===== config.mk =====
export PLATFORM = sky130hd
export DESIGN_NAME = ugr_ctrl
export DESIGN_NICKNAME = d
export VERILOG_FILES = /design/src/rtl/core/utf8_glyph_text_rasterizer_defines.svh /design/src/rtl/core/ugr_pkg.sv /design/src/rtl/core/ugr_ctrl.sv
export SDC_FILE = /design/constraint.sdc
export NUM_CORES = 1
export LEC_CHECK = 0
export ABC_AREA = 1
export BUFFER_PORTS_ARGS = -buffer_cell sky130_fd_sc_hd__buf_2
export CORE_AREA = 2 2 39 41
export CTS_BUF_LIST = sky130_fd_sc_hd__clkbuf_8
export DETAILED_ROUTE_END_ITERATION = 8
export DIE_AREA = 0 0 41 43
export GPL_ROUTABILITY_DRIVEN = 0
export GPL_TIMING_DRIVEN = 0
export HOLD_SLACK_MARGIN = 0.1
export SLEW_MARGIN = 20
export SYNTH_ARGS = -nofsm -noshare
export SYNTH_HDL_FRONTEND = slang
export SYNTH_SLANG_ARGS = --single-unit

===== constraint.sdc =====
create_clock -name clock -period 1.17 [get_ports clock]
set_clock_uncertainty 0.1 [all_clocks]
set_input_delay 0.117 -clock clock [delete_from_list [all_inputs] [get_ports clock]]
set_output_delay 0.117 -clock clock [all_outputs]
set_load 0.01 [all_outputs]

===== src/rtl/core/utf8_glyph_text_rasterizer_defines.svh =====
// ----------------------------------------------------------------------------
// Assertion macros for the glyph text rasterizer
// Compile-time switchable concurrent checks.
// ----------------------------------------------------------------------------
`ifndef UTF8_GLYPH_TEXT_RASTERIZER_DEFINES_SVH
`define UTF8_GLYPH_TEXT_RASTERIZER_DEFINES_SVH
`ifndef NO_ASSERTIONS
`define UGR_ASSERT_IMPL(label, clk, rst, prop, msg) \
   label: assert property (@(posedge clk) disable iff (rst) prop) else $error(msg);
`define UGR_ASSERT_NEVER(label, clk, rst, cond, msg) \
   label: assert property (@(posedge clk) disable iff (rst) !(cond)) else $error(msg);
`else
`define UGR_ASSERT_IMPL(label, clk, rst, prop, msg)
`define UGR_ASSERT_NEVER(label, clk, rst, cond, msg)
`endif
`endif


===== src/rtl/core/ugr_pkg.sv =====
// ----------------------------------------------------------------------------
// ugr_pkg
// Shared types, constants and glyph ROM for the glyph text rasterizer.
// ----------------------------------------------------------------------------
package ugr_pkg;

   localparam logic [34:0] TOFU_BITS = 35'b11111000010001000100010000000000100;
   localparam logic [20:0] CP_NEWLINE = 21'h0A;

   typedef logic [34:0] glyph_type;

   typedef struct packed {
      logic       emit_load;
      logic       emit_row;
      logic       emit_done;
      logic       nl_step;
   } ugr_ctl_type;

   typedef struct packed {
      logic       decode_last;
      logic       is_newline;
   } ugr_stat_type;

   function automatic logic [2:0] lead_length(input logic [7:0] b);
      if (!b[7]) return 3'd1;
      else if (b[7:5] == 3'b110) return 3'd2;
      else if (b[7:4] == 4'b1110) return 3'd3;
      else if (b[7:3] == 5'b11110) return 3'd4;
      else return 3'd1;
   endfunction

   function automatic glyph_type cyr_glyph(input logic [4:0] i);
      case (i)
         5'd0: return 35'b01110100011000111111100011000110001;
         5'd1: return 35'b11111100001000011110100011000111110;
         5'd2: return 35'b11110100011000111110100011000111110;
         5'd3: return 35'b11111100001000010000100001000010000;
         5'd4: return 35'b01110010100101001010010101111110001;
         5'd5: return 35'b11111100001111010000100001000011111;
         5'd6: return 35'b10101101011010111111101011010110101;
         5'd7: return 35'b01110100010000100110000011000101110;
         5'd8: return 35'b10001100011001110101110011000110001;
         5'd9: return 35'b01010100011000110011101011100110001;
         5'd10: return 35'b10001100101010011000101001001010001;
         5'd11: return 35'b00111001010010100101001010100110001;
         5'd12: return 35'b10001110111010110101100011000110001;
         5'd13: return 35'b10001100011000111111100011000110001;
         5'd14: return 35'b01110100011000110001100011000101110;
         5'd15: return 35'b11111100011000110001100011000110001;
         5'd16: return 35'b11110100011000111110100001000010000;
         5'd17: return 35'b01111100001000010000100001000001111;
         5'd18: return 35'b11111001000010000100001000010000100;
         5'd19: return 35'b10001100011000101111000010001001100;
         5'd20: return 35'b00100011101010110101101010111000100;
         5'd21: return 35'b10001100010101000100010101000110001;
         5'd22: return 35'b10010100101001010010100101111100001;
         5'd23: return 35'b10001100011000101111000010000100001;
         5'd24: return 35'b10101101011010110101101011010111111;
         5'd25: return 35'b10101101011010110101101011111100001;
         5'd26: return 35'b11000010000100001110010010100101110;
         5'd27: return 35'b10001100011000111001101011010111001;
         5'd28: return 35'b10000100001000011110100011000111110;
         5'd29: return 35'b11110000010000101111000010000111110;
         5'd30: return 35'b10010101011010111101101011010110010;
         default: return 35'b01111100011000101111001010100110001;
      endcase
   endfunction

   function automatic glyph_type ascii_glyph(input logic [6:0] c);
      case (c)
         7'h41: return 35'b01110100011000111111100011000110001;
         7'h42: return 35'b11110100011000111110100011000111110;
         7'h43: return 35'b01111100001000010000100001000001111;
         7'h44: return 35'b11110100011000110001100011000111110;
         7'h45: return 35'b11111100001111010000100001000011111;
         7'h46: return 35'b11111100001111010000100001000010000;
         7'h47: return 35'b01111100001000010111100011000101111;
         7'h48: return 35'b10001100011000111111100011000110001;
         7'h49: return 35'b11111001000010000100001000010011111;
         7'h4A: return 35'b00111000100001000010100101001001100;
         7'h4B: return 35'b10001100101010011000101001001010001;
         7'h4C: return 35'b10000100001000010000100001000011111;
         7'h4D: return 35'b10001110111010110101100011000110001;
         7'h4E: return 35'b10001110011010110011100011000110001;
         7'h4F: return 35'b01110100011000110001100011000101110;
         7'h50: return 35'b11110100011000111110100001000010000;
         7'h51: return 35'b01110100011000110001101011001001101;
         7'h52: return 35'b11110100011000111110101001001010001;
         7'h53: return 35'b01111100001000001110000010000111110;
         7'h54: return 35'b11111001000010000100001000010000100;
         7'h55: return 35'b10001100011000110001100011000101110;
         7'h56: return 35'b10001100011000110001100010101000100;
         7'h57: return 35'b10001100011000110101101011101110001;
         7'h58: return 35'b10001100010101000100010101000110001;
         7'h59: return 35'b10001100010101000100001000010000100;
         7'h5A: return 35'b11111000010001000100010001000011111;
         7'h30: return 35'b01110100011001110101110011000101110;
         7'h31: return 35'b00100011000010000100001000010001110;
         7'h32: return 35'b01110100010000100010001000100011111;
         7'h33: return 35'b11110000010000101110000010000111110;
         7'h34: return 35'b00010001100101010010111110001000010;
         7'h35: return 35'b11111100001111000001000010000111110;
         7'h36: return 35'b00110010001000011110100011000101110;
         7'h37: return 35'b11111000010001000100010000100001000;
         7'h38: return 35'b01110100011000101110100011000101110;
         7'h39: return 35'b01110100011000101111000010001001100;
         7'h2D: return 35'b00000000000000011111000000000000000;
         7'h2B: return 35'b00000001000010011111001000010000000;
         7'h2C: return 35'b00000000000000000000001100011001000;
         7'h21: return 35'b00100001000010000100000000010000000;
         7'h27: return 35'b01000010000100000000000000000000000;
         7'h2E: return 35'b00000000000000000000000000110001100;
         7'h3A: return 35'b00000011000110000000011000110000000;
         7'h2F: return 35'b00001000010001000100010001000010000;
         7'h25: return 35'b11001000010001000100010001000010011;
         7'h5B: return 35'b01110010000100001000010000100001110;
         7'h5D: return 35'b01110000100001000010000100001001110;
         7'h3E: return 35'b10000010000010000010001001000010000;
         7'h3C: return 35'b00001000100010001000001000010000001;
         7'h28: return 35'b00110010001000010000100000100000110;
         7'h29: return 35'b01100000100000100001000010001001100;
         7'h7C: return 35'b00100001000010000100001000010000100;
         7'h23: return 35'b01010010101111101010111110101001010;
         7'h40: return 35'b01110100011011110101101111000001110;
         7'h3D: return 35'b00000000001111100000111110000000000;
         7'h7E: return 35'b00000000000100110110000000000000000;
         7'h20: return 35'b00000000000000000000000000000000000;
         7'h5F: return 35'b00000000000000000000000000000011111;
         7'h3F: return 35'b11110000010001000100000000000000100;
         default: return TOFU_BITS;
      endcase
   endfunction

   function automatic glyph_type lookup_glyph(input logic [20:0] cp_in);
      logic [20:0] cp;
      cp = cp_in;
      if (cp >= 21'h430 && cp <= 21'h44F) cp = cp - 21'h20;
      if (cp == 21'h451) cp = 21'h401;
      if (cp == 21'h401) return 35'b01010111111000011110100001000011111;
      if (cp >= 21'h410 && cp <= 21'h42F) return cyr_glyph(5'(cp - 21'h410));
      if (cp >= 21'h61 && cp <= 21'h7A) cp = cp - 21'h20;
      if (cp >= 21'h80) return TOFU_BITS;
      return ascii_glyph(cp[6:0]);
   endfunction

endpackage


===== src/rtl/core/ugr_ctrl.sv =====
// ----------------------------------------------------------------------------
// ugr_ctrl
// Sequencer: walks decode units of a byte buffer and steps glyph rows.
// ----------------------------------------------------------------------------
module ugr_ctrl
   import ugr_pkg::*;
(
   input  logic         clock,
   input  logic         reset,
   input  logic         req_valid,
   output logic         req_ready,
   input  logic         rsp_ready,
   output logic         rsp_valid,
   input  logic         decode_go,
   input  ugr_stat_type stat,
   output ugr_ctl_type  ctl
);

   typedef enum logic [3:0] {
      ST_IDLE = 4'b0001,
      ST_UNIT = 4'b0010,
      ST_ROW  = 4'b0100,
      ST_WAIT = 4'b1000
   } state_type;

   state_type  state_ff, state_in;
   logic [2:0] row_ff, row_in;
   logic       vld_ff, vld_in;

   assign req_ready = (state_ff == ST_IDLE);
   assign rsp_valid = vld_ff;

   always_comb begin
      state_in = state_ff;
      row_in   = row_ff;
      vld_in   = vld_ff;
      ctl      = '0;
      case (state_ff)
         ST_IDLE: begin
            if (req_valid && decode_go) state_in = ST_UNIT;
         end
         ST_UNIT: begin
            if (stat.is_newline) begin
               ctl.nl_step = 1'b1;
               if (stat.decode_last) state_in = ST_IDLE;
            end else begin
               ctl.emit_load = 1'b1;
               row_in   = 3'd0;
               vld_in   = 1'b1;
               state_in = ST_ROW;
            end
         end
         ST_ROW: begin
            if (rsp_ready) begin
               ctl.emit_row = 1'b1;
               if (row_ff == 3'd6) begin
                  ctl.emit_done = 1'b1;
                  vld_in = 1'b0;
                  state_in = stat.decode_last ? ST_IDLE : ST_UNIT;
               end else begin
                  row_in = row_ff + 3'd1;
               end
            end
         end
         ST_WAIT: state_in = ST_IDLE;
         default: state_in = ST_IDLE;
      endcase
   end

   always_ff @(posedge clock) begin
      if (reset) begin
         state_ff <= ST_IDLE;
         row_ff   <= '0;
         vld_ff   <= 1'b0;
      end else begin
         state_ff <= state_in;
         row_ff   <= row_in;
         vld_ff   <= vld_in;
      end
   end

endmodule


==> metrics.md <==
| Metric | Value |
|---|---|
| Post-synthesis register bit count | 7 |
| CP Class | flip-flop to primary output |
| Multi-input logic area | 416.7 um2 |
| Die Y | 43 um |
| PD cells | between 1500 and 2000 mW/mm2 |
| Port buffer count | 12 |
| First-pass GRT wire length | about 2100 um |
| Synth top area share | 29.87% |
| Crit path launch | state_ff[0] |
| Post-Syn Instances | between 70 and 80 |
| Failing checks | negative setup slack |
| N_diodes | 0 |
| RSZ-0062 raised after global routing | true |
| Routed wire length | ~1600 um |
| Relative slew slack | 83.60% |
| Via Count | 612 |
| Layout Area Growth over Synthesis | 93.33% |
| Antenna violations before repair | 0 |
| Fin. Hold Viols | 0 |
| Setup ws final | -0.2600 ns |
| Max Cap Viol | 0 |
| CP required | between 0.9 and 1 ns |
| Worst R2R Path Depth | 8 |
| Nets | between 100 and 150 |
| Critical Path Sink | ctl[1] |
| Crit end category | primary output |
| Mapped Nets | 88 |
| Top cells by count, synth | 17 x nand2_1, 16 x inv_1, 16 x nor2_1, 11 x nand3_1, 7 x dfxtp_1 |
| Area of the mapped netlist | 469.2 um2 |
| Initial Util | 33.91% |
| Synth area leader | dfxtp_1 |
| Final Non-Filler Cells | 126 |
| Reg area | 153.9 um2 |
| Vias per cell | 4.857 |
| Tcrit/Tclk final | 122.2% |
| Area contributors post-synth | dfxtp_1 30%, nand2_1 14%, inv_1 13% |
| Hold Crit Class | input port to flip-flop |
| Full die area | 0.001763 mm2 |
| Sum Neg Setup Slack | -1.757 ns |
| TritonCTS clock tree | done |
| Critical Path AT | ~1.2 ns |
| Largest net degree at the start of global routing | 7 |
| Number of synthesized flops with an enable pin | 0 |
| Total Power | 1.593 mW |
| Total gr overflow | 0 |
| Worst setup SP type | flip-flop |
| Mean routed wirelength per cell | 12.35 um |
| DR pass1 iterations | 4 |
| Clk Latency, worst-skew pair | 0.23 ns |
| Ys async rst share | 0% |
| Count leader, synth | nand2_1 |
| Tot GR Track Use | ~18% |
| Peak supply drop | 892.4 uV |
| Syn avg cell area | between 5 and 6 um2 |
| Antenna viol nets, final | 0 |
| Clk slew on worst S/H paths | 0.04 ns |
| Fill cell count | 104 |
| Die Wd | just over 40 um |
| Worst slew pin tran | 0.2454 ns |
| Final count of pins violating max slew | 0 |
| Achievable frequency | 699.3 MHz |
| Sequential area share after synthesis | 29.87% |
| Hpwl dp | roughly 780 um |
| R2R Setup Slk | -0.22 ns |
| Initial drt markers | 4 |
| Reg-to-Reg End | row_ff[1] |
| RR Startpoint | state_ff[0] |
| Longest Clk Path Bufs | 2 |
| Top_reg_cell synth | dfxtp_1 |
| Synth cell types | 14 |
| IO Count | 13 |
| Endpoints failing setup | 12 |
| CTS Sinks | 7 |
| Final min period | 1.430 ns |
| Post-route core utilization | 65.55% |
| Lkg Pwr | 0.4709 nW |
| Core area | 0.001384 mm2 |
| Drt drc | 0 |
| Yosys warning count | 0 |
| FP Rows | 14 |
| CTS root buffer | clkbuf_8 |
| Placed Instances | around 110 |
| Status | complete, but fails checks |
| CTS H-tree depth | 1 |
| Total CTS buffers | 3 |
| Layout cells sized above 1 | 54.55% |
| Critical path peak fanout | 5 |
| Vias in the first global route | 516 |
==> metal layers <==
layer	vias to the layer above	track usage [%]	part of all wire (%)
met4	0	10.00	2.6
met2	17	27.50	52
met5	-	0	0
met3	6	5.236	4.4
li1	306	-	-
met1	283	20.71	41
==> sequential cells by signal (all words and copies together) (netlist names) <==
signal	count
row_ff	3
state_ff	3
rsp_valid	1
==> worst min-delay path by stage <==
| stage | start | to | slack [ns] | depth (start not counted) |
|---|---|---|---|---|
| 4_1_cts | decode_go | state_ff[0] | 0.20 | 6 |
| 3_3_place_gp | reset | row_ff[2] | 0.22 | 2 |
| 6_report | decode_go | state_ff[0] | 0.20 | 6 |
| 3_5_place_dp | reset | row_ff[2] | 0.22 | 2 |
| 2_1_floorplan | reset | row_ff[2] | 0.09 | 1 |
| 5_1_grt | stat[0] | state_ff[2] | 0.31 | 5 |
==> cell type report <==
class,count,share of cell area [%]
Inverter,16,6.897
Timing Repair Buffer,27,23.03
Sequential cell,7,16.97
Clock buffer,3,4.552
Clock inverter,1,0.4138
Tap cell,16,2.207
Multi-Input combinational cell,56,45.93
==> layout by cell type (no fill, tap or decap), drive strengths merged, types with 2 or more instances in the layout <==
| cell | synthesis | final |
|---|---|---|
| clkbuf | 0 | 3 |
| nand3 | 11 | 11 |
| ha | 2 | 2 |
| nand4 | 2 | 2 |
| buf | 0 | 26 |
| dfxtp | 7 | 7 |
| o21ai | 2 | 2 |
| nand2 | 18 | 18 |
| inv | 16 | 17 |
| nor2 | 18 | 18 |
==> per-stage QoR <==
step	worst slack (ns)	hold slack, ns	area (um2)
after detailed placement	-0.09067	0.2196	573.1
final	-0.2600	0.2040	907.1
after floorplan	-0.01351	0.08607	493.0
after CTS	-0.2318	0.1987	769.5
after global routing	-0.2932	0.3124	907.1
after global placement	-0.08732	0.2207	573.1
==> kinds of logic (layout without fill, tap and decap cells) <==
group                    count (synthesis)  count (layout)  share of synthesized area [%]
AND/OR/NAND/NOR                         51              51                          48.80
AO/OA/AOI/OAI                            3               3                          3.199
buffers and inverters                   16              47                          12.80
flip-flops                               7               7                          29.87
adder cells (fa/ha/maj)                  2               2                          5.332
==> worst max-delay path: stages, from the launching register on <==
cell and delay (ns):
dfxtp_4 0.36, nor2_4 0.23, nand3_4 0.13, nand2_4 0.11, nor2_4 0.04, buf_6 0.11
==> power breakdown <==
group / leakage (nW) / switching [mW] / internal (mW)
logic: 0.385 / 0.457 / 0.410
clock network: 0.0269 / 0.107 / 0.227
registers: 0.0595 / 0.0764 / 0.315
==> what timing repair did <==
item                       4_1_cts  5_1_grt
setup buffers                    9        5
hold endpoints to repair         2        0
setup endpoints to repair       12       12
gates resized for setup         22       23
pin swaps                        9       16
hold buffers                     1        0
Note: power is estimated with default switching activity, not from simulation.
